$ cat src/hdl/assert_macros.svh
// ----------------------------------------------------------------------------
// assert_macros.svh
// Concurrent assertion shorthands for the RTL.
// ----------------------------------------------------------------------------
`ifndef ASSERT_MACROS_SVH
`define ASSERT_MACROS_SVH
`ifndef ASSERT_OFF
`define ASSERT_CLK(label, clk, rst, prop, msg) \
  label: assert property (@(posedge clk) disable iff (rst) prop) else $error(msg);
`define ASSERT_NEVER(label, clk, rst, cond, msg) \
  label: assert property (@(posedge clk) disable iff (rst) !(cond)) else $error(msg);
`else
`define ASSERT_CLK(label, clk, rst, prop, msg)
`define ASSERT_NEVER(label, clk, rst, cond, msg)
`endif
`endif

$ cat src/hdl/lfu_pkg.sv
// ----------------------------------------------------------------------------
// lfu_pkg
// Shared constants and types of the LFU cache table.
// ----------------------------------------------------------------------------
package lfu_pkg;

  localparam int CAP_DEF  = 16;
  localparam int KEY_W    = 32;
  localparam int VAL_W    = 32;
  localparam int CNT_W    = 32;
  localparam int STAMP_W  = 64;
  localparam int CAPREG_W = 5;

  localparam logic [CAPREG_W-1:0] CAPACITY_RST = 5'd16;
  localparam logic [CNT_W-1:0]    CNT_MAX      = '1;

  localparam logic MODE_GET = 1'b0;
  localparam logic MODE_PUT = 1'b1;

  typedef struct packed {
    logic [KEY_W-1:0]   tag;
    logic [VAL_W-1:0]   data;
    logic [CNT_W-1:0]   cnt;
    logic [STAMP_W-1:0] stamp;
  } entry_t;

  typedef struct packed {
    logic load;
    logic rd;
    logic commit;
  } cmd_t;

  typedef struct packed {
    logic occ_zero;
    logic scan_last;
    logic out_free;
  } stat_t;

endpackage

$ cat src/hdl/lfu_ctrl.sv
// ----------------------------------------------------------------------------
// lfu_ctrl
// Request sequencer: load, scan the occupied entries, commit.
// ----------------------------------------------------------------------------
module lfu_ctrl
  import lfu_pkg::*;
(
  input  logic  clk,
  input  logic  rst,
  input  logic  s_tvalid,
  output logic  s_tready,
  input  stat_t stat,
  output cmd_t  cmd
);

  typedef enum logic [3:0] {
    S_IDLE  = 4'b0001,
    S_SCAN  = 4'b0010,
    S_DRAIN = 4'b0100,
    S_WRITE = 4'b1000
  } state_t;

  state_t state, state_next;

  always_ff @(posedge clk) begin
    if (rst) begin
      state <= S_IDLE;
    end else begin
      state <= state_next;
    end
  end

  always_comb begin
    state_next = state;
    cmd        = '0;
    s_tready   = 1'b0;
    unique case (state)
      S_IDLE: begin
        s_tready = 1'b1;
        if (s_tvalid) begin
          cmd.load   = 1'b1;
          state_next = stat.occ_zero ? S_WRITE : S_SCAN;
        end
      end
      S_SCAN: begin
        cmd.rd = 1'b1;
        if (stat.scan_last) begin
          state_next = S_DRAIN;
        end
      end
      S_DRAIN: begin
        state_next = S_WRITE;
      end
      S_WRITE: begin
        if (stat.out_free) begin
          cmd.commit = 1'b1;
          state_next = S_IDLE;
        end
      end
      default: begin
        state_next = S_IDLE;
      end
    endcase
  end

endmodule

$ cat src/hdl/lfu_dp.sv
// ----------------------------------------------------------------------------
// lfu_dp
// Entry memory, scan trackers, replacement choice and result register.
// ----------------------------------------------------------------------------
`include "assert_macros.svh"
module lfu_dp
  import lfu_pkg::*;
#(
  parameter int CAP = CAP_DEF
) (
  input  logic                clk,
  input  logic                rst,
  input  cmd_t                cmd,
  output stat_t               stat,
  input  logic                mode,
  input  logic [KEY_W-1:0]    lookup_key,
  input  logic [VAL_W-1:0]    write_value,
  input  logic                cfg_we,
  input  logic [CAPREG_W-1:0] cfg_capacity,
  input  logic                out_ready,
  output logic                out_valid,
  output logic                hit,
  output logic [VAL_W-1:0]    read_value,
  output logic                evicted,
  output logic [KEY_W-1:0]    evicted_key
);

  localparam int IW = (CAP > 1) ? $clog2(CAP) : 1;
  localparam int OW = $clog2(CAP + 1);
  localparam int CW = (OW > CAPREG_W) ? OW : CAPREG_W;
  localparam logic [CW-1:0] CAP_CW = CW'(CAP);

  entry_t mem [CAP];
  entry_t rdata;

  logic                mode_r;
  logic [KEY_W-1:0]    key_r;
  logic [VAL_W-1:0]    val_r;
  logic [CAPREG_W-1:0] capacity;
  logic [OW-1:0]       occ;
  logic [STAMP_W-1:0]  clock_r;
  logic [IW-1:0]       idx;
  logic [IW-1:0]       rd_idx;
  logic                rd_pend;

  logic                found;
  logic [IW-1:0]       found_idx;
  logic [CNT_W-1:0]    found_cnt;
  logic [VAL_W-1:0]    found_data;
  logic                best_have;
  logic [IW-1:0]       best_idx;
  logic [CNT_W-1:0]    best_cnt;
  logic [STAMP_W-1:0]  best_stamp;
  logic [KEY_W-1:0]    best_tag;

  logic [CW-1:0]       eff_cap;
  logic                has_room;
  logic                better;
  logic                we;
  logic [IW-1:0]       waddr;
  entry_t              wdata;
  logic                o_hit, o_ev;
  logic [VAL_W-1:0]    o_rv;
  logic [KEY_W-1:0]    o_ek;

  always_comb begin
    if (capacity == '0) begin
      eff_cap = CW'(1);
    end else if (CW'(capacity) > CAP_CW) begin
      eff_cap = CAP_CW;
    end else begin
      eff_cap = CW'(capacity);
    end
  end

  assign has_room = CW'(occ) < eff_cap;
  assign better   = !best_have || (rdata.cnt < best_cnt) ||
                    ((rdata.cnt == best_cnt) && (rdata.stamp < best_stamp));

  assign stat.occ_zero  = (occ == '0);
  assign stat.scan_last = (OW'(idx) == occ - OW'(1));
  assign stat.out_free  = !out_valid || out_ready;

  always_ff @(posedge clk) begin
    if (rst) begin
      capacity <= CAPACITY_RST;
    end else if (cfg_we) begin
      capacity <= cfg_capacity;
    end
  end

  always_ff @(posedge clk) begin
    if (cmd.load) begin
      mode_r <= mode;
      key_r  <= lookup_key;
      val_r  <= write_value;
    end
    if (cmd.rd) begin
      rdata  <= mem[idx];
      rd_idx <= idx;
    end
    if (we) begin
      mem[waddr] <= wdata;
    end
  end

  always_ff @(posedge clk) begin
    if (rst) begin
      idx       <= '0;
      rd_pend   <= 1'b0;
      found     <= 1'b0;
      best_have <= 1'b0;
    end else begin
      rd_pend <= cmd.rd;
      if (cmd.load) begin
        idx       <= '0;
        found     <= 1'b0;
        best_have <= 1'b0;
      end else if (cmd.rd) begin
        idx <= idx + IW'(1);
      end
      if (rd_pend) begin
        if (!found && (rdata.tag == key_r)) begin
          found <= 1'b1;
        end
        if (better) begin
          best_have <= 1'b1;
        end
      end
    end
  end

  always_ff @(posedge clk) begin
    if (rd_pend && !found && (rdata.tag == key_r)) begin
      found_idx  <= rd_idx;
      found_cnt  <= rdata.cnt;
      found_data <= rdata.data;
    end
    if (rd_pend && better) begin
      best_idx   <= rd_idx;
      best_cnt   <= rdata.cnt;
      best_stamp <= rdata.stamp;
      best_tag   <= rdata.tag;
    end
  end

  always_comb begin
    we          = 1'b0;
    waddr       = found_idx;
    wdata.tag   = key_r;
    wdata.data  = val_r;
    wdata.cnt   = CNT_W'(1);
    wdata.stamp = clock_r + STAMP_W'(1);
    o_hit       = 1'b0;
    o_rv        = '0;
    o_ev        = 1'b0;
    o_ek        = '0;
    priority if (found) begin
      we        = cmd.commit;
      o_hit     = 1'b1;
      wdata.cnt = (found_cnt == CNT_MAX) ? found_cnt : found_cnt + CNT_W'(1);
      if (mode_r == MODE_GET) begin
        wdata.data = found_data;
        o_rv       = found_data;
      end
    end else if (mode_r == MODE_GET) begin
      we = 1'b0;
    end else if (has_room) begin
      we    = cmd.commit;
      waddr = occ[IW-1:0];
    end else begin
      we    = cmd.commit;
      waddr = best_idx;
      o_ev  = 1'b1;
      o_ek  = best_tag;
    end
  end

  always_ff @(posedge clk) begin
    if (rst) begin
      occ       <= '0;
      clock_r   <= '0;
      out_valid <= 1'b0;
    end else begin
      if (cmd.commit) begin
        out_valid <= 1'b1;
        if (we) begin
          clock_r <= clock_r + STAMP_W'(1);
        end
        if (we && !found && has_room) begin
          occ <= occ + OW'(1);
        end
      end else if (out_ready) begin
        out_valid <= 1'b0;
      end
    end
  end

  always_ff @(posedge clk) begin
    if (cmd.commit) begin
      hit         <= o_hit;
      read_value  <= o_rv;
      evicted     <= o_ev;
      evicted_key <= o_ek;
    end
  end

  `ASSERT_CLK(a_commit_out, clk, rst, cmd.commit |=> out_valid, "commit left no result")
  `ASSERT_CLK(a_occ_step, clk, rst, (occ != $past(occ)) |-> (occ == $past(occ) + OW'(1)), "occupancy jumped")
  `ASSERT_NEVER(a_commit_busy, clk, rst, cmd.commit && out_valid && !out_ready, "result overwritten")

endmodule

$ cat src/hdl/lfu_cache_table_core.sv
// ----------------------------------------------------------------------------
// lfu_cache_table_core
// Fully associative key/value cache, LFU replacement with LRU tie-break.
// ----------------------------------------------------------------------------
// channel  dir  transfer when
// s_*      in   s_tvalid & s_tready   get/put request
// m_*      out  m_tvalid & m_tready   result
// cfg_*    in   cfg_valid & cfg_ready capacity write
//
// A request reads one entry per cycle from the single-port entry memory
// (no reads with an empty table), then compares and commits.
// The result register lets a new request enter while a result waits.
// Reset clears occupancy, the recency clock and the result valid.
// ----------------------------------------------------------------------------
module lfu_cache_table_core
  import lfu_pkg::*;
#(
  parameter int CAP = CAP_DEF
) (
  input  logic                clk,
  input  logic                rst,
  input  logic                s_tvalid,
  output logic                s_tready,
  input  logic [63:0]         s_tdata,   // lookup_key, write_value
  input  logic [0:0]          s_tuser,   // mode
  output logic                m_tvalid,
  input  logic                m_tready,
  output logic [63:0]         m_tdata,   // read_value, evicted_key
  output logic [1:0]          m_tuser,   // hit, evicted
  input  logic                cfg_valid,
  output logic                cfg_ready,
  input  logic [CAPREG_W-1:0] cfg_data
);

  cmd_t  cmd;
  stat_t stat;

  logic                o_hit, o_ev;
  logic [VAL_W-1:0]    o_rv;
  logic [KEY_W-1:0]    o_ek;

  assign cfg_ready = 1'b1;

  lfu_ctrl u_ctrl (
    .clk      (clk),
    .rst      (rst),
    .s_tvalid (s_tvalid),
    .s_tready (s_tready),
    .stat     (stat),
    .cmd      (cmd)
  );

  lfu_dp #(
    .CAP (CAP)
  ) u_dp (
    .clk          (clk),
    .rst          (rst),
    .cmd          (cmd),
    .stat         (stat),
    .mode         (s_tuser[0]),
    .lookup_key   (s_tdata[31:0]),
    .write_value  (s_tdata[63:32]),
    .cfg_we       (cfg_valid & cfg_ready),
    .cfg_capacity (cfg_data),
    .out_ready    (m_tready),
    .out_valid    (m_tvalid),
    .hit          (o_hit),
    .read_value   (o_rv),
    .evicted      (o_ev),
    .evicted_key  (o_ek)
  );

  assign m_tdata = {o_ek, o_rv};
  assign m_tuser = {o_ev, o_hit};

endmodule
$ cat config.mk
export PLATFORM = sky130hd
export DESIGN_NAME = lfu_cache_table_core
export DESIGN_NICKNAME = d
export VERILOG_FILES = /design/src/hdl/lfu_pkg.sv /design/src/hdl/lfu_ctrl.sv /design/src/hdl/lfu_dp.sv /design/src/hdl/lfu_cache_table_core.sv
export VERILOG_INCLUDE_DIRS = /design/src /design/src/hdl
export SDC_FILE = /design/constraint.sdc
export NUM_CORES = 2
export LEC_CHECK = 0
export BUFFER_PORTS_ARGS = -buffer_cell sky130_fd_sc_hd__buf_4
export CAP_MARGIN = 30
export CORE_UTILIZATION = 30
export DETAILED_ROUTE_END_ITERATION = 8
export MAX_ROUTING_LAYER = met4
export SLEW_MARGIN = 20
export SYNTH_ARGS = -nofsm -noshare
export SYNTH_HDL_FRONTEND = slang
export SYNTH_SLANG_ARGS = --single-unit
export TNS_END_PERCENT = 20
$ cat constraint.sdc
create_clock -name clk -period 28.8 [get_ports clk]
set_input_delay 5.76 -clock clk [delete_from_list [all_inputs] [get_ports clk]]
set_output_delay 5.76 -clock clk [all_outputs]
set_load 0.05 [all_outputs]
=== After elaboration in Yosys (flattened, before gate mapping) ===
Memory sizes are Yosys's and may differ from the RTL's. A register that Yosys moved wholly into a read port is not among the register bits.
Cells that the tools add are included.

* Bits of input ports: 75
* Memories: 1
* Word-level logic and storage cells: 103
* Register bits after elaboration: 421
* Memory bits (writable): 2560

* Mux-type cells: 33
* Reduce and logical (&&, ||, !) cells: 23
* Bitwise logic cells: 2
* $lt $le $gt $ge: 4
* Equal/unequal tests: 11
* Add/sub/neg operators: 5

{| class="wikitable"
|+ Memories
! memory !! words !! width !! rd ports !! clocked after memory_dff !! write ports !! RTL line !! source
|-
| u_dp.mem || 16 || 160 || 1 || 1 || 1 || lfu_dp.sv:33 || <nowiki>entry_t mem [CAP];</nowiki>
|}

{| class="wikitable"
|+ Operators by type and width
! cell !! number
|-
| $add A64 B1 Y64 const B || 1
|-
| $eq A32 B32 Y1 || 2
|-
| $lt A64 B64 Y1 || 1
|-
| $mux W32 || 2
|-
| $mux W64 || 1
|-
| $add A32 B1 Y32 const B || 1
|-
| $eq A32 B32 Y1 const B || 1
|-
| $lt A32 B32 Y1 || 1
|-
| $mux W4 || 7
|-
| $mux W1 || 20
|-
| $pmux W4 S4 || 1
|-
| $logic_not A5 Y1 || 2
|-
| $mux W5 || 2
|-
| $logic_and A1 B1 Y1 || 7
|-
| $ne A2 B2 Y1 const B || 3
|-
| $reduce_or A2 Y1 || 3
|-
| $add A5 B1 Y5 const B || 1
|-
| $eq A4 B5 Y1 || 1
|-
| $gt A5 B5 Y1 const B || 1
|-
| $lt A5 B5 Y1 || 1
|-
| $sub A5 B1 Y5 const B || 1
|-
| $add A4 B1 Y4 const B || 1
|-
| $eq A4 B1 Y1 const B || 1
|-
| $eq A4 B2 Y1 const B || 1
|-
| 9 further kinds || 15
|}

=== Logic depth before layout (Yosys ltp) ===
* Word-level depth: 9
* Mapped depth: 9

=== By module ===
Synthesis repeated with hierarchy kept, for this count alone.

* Cell total of the unflattened synthesis: 5348
* Area, all modules: 120124.0 µm²

{| class="wikitable"
|+ Modules (own cells, without submodules)
! module !! area an instance (µm²) !! cells each !! instances !! seq. area each (µm²)
|-
| lfu_dp || 119813.7 || 5314 || 1 || 93379.6
|-
| lfu_ctrl || 284.0 || 30 || 1 || 80.1
|-
| lfu_cache_table_core || 26.3 || 4 || 1 || 0.0
|}

=== Worst setup path before layout ===
No wires, ideal clock.

* Path kind: input port to flip-flop
* Start point: in m_tready
* End point: mem u_dp.mem[12][0] in the netlist's numbering (enable)
* Stages on the path: 7
* Arrival time: 22697 ps
* Setup time: 1076 ps
* Slack: 5027 ps
* Path buffers: 1
* Path through: nor2b_1 nor2_4 o21ai_2 clkbuf_1 nor2_1 o211ai_1 nor4_1

{| class="wikitable"
|+ RTL lines
! what !! RTL line !! source
|-
| from (decl) || lfu_cache_table_core.sv:27 || <nowiki>input logic m_tready,</nowiki>
|-
| to (decl) || lfu_dp.sv:33 ||
|}

==> impl_metrics.tcl <==
set metrics [dict create \
    grt_pass1_vias 58306 \
    grt_max_degree 136 \
    layout.nets 5983 \
    drt-met1-wl_um 118000 \
    finalCriticalPeriod_ns 9.63 \
    first_pass_iters 5 \
    slew_violations 0 \
    io_buffer_count 142 \
    critPathBufInv 7 \
    holdBufCountCts 0 \
    maxCapViolCount 0 \
    crit_chain "buf_4, nor2b_1, nor2_4, buf_4, o21ai_2, buf_4, nor2_1, o211ai_1, clkbuf_4, nor4_2, buf_4, buf_4, buf_4" \
    critical-path-top-delay-family "buffers and inverters" \
    power.density_mw_per_mm2 65.3 \
    drt_iter0_drc 5108 \
    insertion_delay_ns 0.89 \
    p_leak_nw 41.7 \
    syn_nets 5580 \
    synth_edf_count 3055 \
    timing.critical_path.arrival_ns 10.08 \
    rsz0062_at_grt "false" \
    wl_met3_um 15900 \
    syn2layout_area_growth_pct 15.7 \
    yosys_register_bits 3141 \
    io_pins 144 \
    critPathMaxFanout 43 \
    fin_worst_skew_ns 0.0738 \
    initial_core_util_pct 30.2 \
    dpl.hpwl_um 153000 \
    fp.coreArea_mm2 0.399 \
    grt_pass1_wl_um 409000 \
    antenna_found_initial 6 \
    clock-sinks 3141 \
    final_util_pct 34.9 \
    max_stage_delay_ns 0.81 \
    track_usage_pct 14.0 \
    finalHoldViolCount 0 \
    drive_above_1_share_pct 27.4 \
    cts_inserted_buffers 312 \
    p_total_mw 9.09 \
    dieArea_mm2 0.404 \
    cts_max_level 5 \
    cts-root-buf "clkbuf_16" \
    outcome "finished clean" \
    synth.distinct_cells 73 \
    antenna_left 0 \
    cts_resized 0 \
    start_kind "input pin" \
    rows 232 \
    tns_ns 0 \
    syn_avg_cell_area_um2 22.3 \
    routed_wl_um 281000 \
    endpoint_kind "flip-flop" \
    async_flop_share_pct 0 \
    clockBufferDepth 4 \
    clkSlewWorstSetupHoldPaths_ns 0.06 \
    cts_tree "built" \
    max-vdd-ir-drop_v 0.0000444 \
    gp_congestion 0.800 \
    ys.flop_type "edfxtp_1" \
    die_h_um 636 \
    fmax_ghz 0.104 \
    synthCells 5401 \
    vias 55760 \
    cp.required_ns 29.25 \
    slew_headroom_pct 19.4 \
    crit_type "in2reg" \
    postCtsSetupRepairBufs 0 \
    setup_violations 0 \
    viasPerCell 4.93 \
    gr-total-overflow 0 \
    hold_path_class "reg2reg" \
    met2_length_um 141000 \
    ys_warn_count 0 \
    die-width_um 636 \
    routed.top_layer "met4" \
    route.detailed.drc 0 \
    ys_seq_area_share_pct 77.6 \
    synth_area_mm2 0.120 \
    fin_crit_sh_pct 33.4 \
    slowest_stage "buf_4" \
    tightest_slew_ns 1.21 \
    post_drt_wl_per_cell_um 24.9 \
    cp_common_cell "buf_4" \
]
-- layout by cell type (no fill, tap or decap), drive strengths merged, types with 4 or more instances in the layout --
master | Yosys | layout
or3 | 17 | 17
a21oi | 74 | 74
a2111oi | 8 | 8
o21a | 10 | 10
buf | 62 | 333
nand3 | 49 | 49
dfxtp | 86 | 86
nor4 | 35 | 35
mux2 | 34 | 34
o21ai | 23 | 23
nand4 | 60 | 60
mux2i | 23 | 23
edfxtp | 3055 | 3055
nor2 | 134 | 134
mux4 | 790 | 790
o211ai | 12 | 12
nor3 | 39 | 39
clkinv | 0 | 127
ha | 104 | 104
bufinv | 0 | 28
a21o | 18 | 18
xnor2 | 100 | 100
and2 | 46 | 46
inv | 118 | 131
nand2 | 87 | 87
clkinvlp | 0 | 6
xor2 | 73 | 73
and3 | 43 | 43
o31ai | 4 | 4
nand2b | 12 | 12
clkbuf | 185 | 376
o211a | 4 | 4
nor2b | 19 | 19
a211oi | 20 | 20
or4 | 8 | 8
and4 | 13 | 13
-- flip-flops by register name, indices dropped and copies added, names as in the netlist, 32 cells and up --
register and cells:
u_dp.found_cnt 32, u_dp.clock_r 64, u_dp.best_cnt 32, u_dp.best_tag 32, u_dp.best_stamp 64, u_dp.found_data 32
u_dp.key_r 32, u_dp.val_r 32, u_dp.read_value 32, u_dp.rdata 160, u_dp.mem 2560, u_dp.evicted_key 32
-- cell families (layout without fill, tap and decap cells) --
group                      Yosys count  after routing  synth area share [%]
buffers and inverters              365           1001                  1.17
AOI/OAI and AO/OA                  198            198                  1.09
xor gates and xnor gates           173            173                  1.26
and+or+nand+nor                    572            572                  2.55
adders and majority gates          104            104                  1.08
muxes                              847            847                  15.3
DFF                               3141           3141                  77.6
other                                1              4               0.00311
-- metal layers --
layer,up-vias,track usage [%]
met5,-,-
met4,0,3.20
met3,356,2.04
met2,1720,23.3
met1,30342,18.2
li1,23342,-
-- final cells by class --
cell class                 count  area (µm²)
inverter                     118         443
antenna                        3        7.51
multi-input combinational   1895       25900
sequential                  3141       93500
tap                         5265        6590
timing repair buffer         336        3010
clock inverter               174        1700
fill                       36503      260000
clock buffer                 373        8220
-- Yosys cell counts (4+ instances only) --
cell	n	area, µm²
a2111oi_0	7	61.3
and4_1	13	114
mux2_2	33	372
nand4_1	58	363
xnor2_1	100	876
nor4_1	34	213
nand2b_1	12	75.1
edfxtp_1	3055	91700
dfxtp_1	86	1720
o21ai_0	22	110
or4_1	7	52.6
buf_2	15	75.1
nor2b_1	19	119
o31ai_1	4	30.0
o211a_1	4	40.0
a21oi_1	73	365
o211ai_1	12	90.1
and2_1	46	288
o21a_1	10	75.1
nand2_1	87	327
and3_1	43	269
ha_1	104	1300
a211oi_1	19	143
mux4_2	790	17800
nor2_1	133	499
a21o_1	18	135
inv_1	118	443
clkbuf_1	182	683
nand3_1	48	240
buf_1	43	161
nor3_1	34	170
xor2_1	73	639
or3_1	17	106
mux2i_1	23	230
-- stage by stage --
step	setup WS, ns	hold slack (ns)	cell area [µm²]	instances
global route	18.96	0.406	139000	11303
finish	19.17	0.394	139000	11305
global placement	18.17	0.401	129000	10696
floorplan	5.03	0.400	120000	5401
detailed placement	18.11	0.405	129000	10732
CTS	19.02	0.403	139000	11279
-- path summary, 6_finish.rpt --
check | startpoint | endpoint | slack (ns) | cells after the start
worst min register to register | u_dp.rdata[109] | u_dp.found_data[13] | 0.39 | 0
worst min-delay path | u_dp.rdata[109] | u_dp.found_data[13] | 0.39 | 0
worst max register to register | u_ctrl.state[0] | u_dp.mem[12][153] | 23.14 | 12
worst max-delay path | m_tready | u_dp.mem[12][153] | 19.17 | 13
-- report_power, final --
group,switching [mW],internal [mW],total [mW]
registers,0.0240,4.99,5.01
clock network,1.71,2.29,4.00
logic,0.0564,0.0216,0.0779
(Power assumes the default switching activity.)
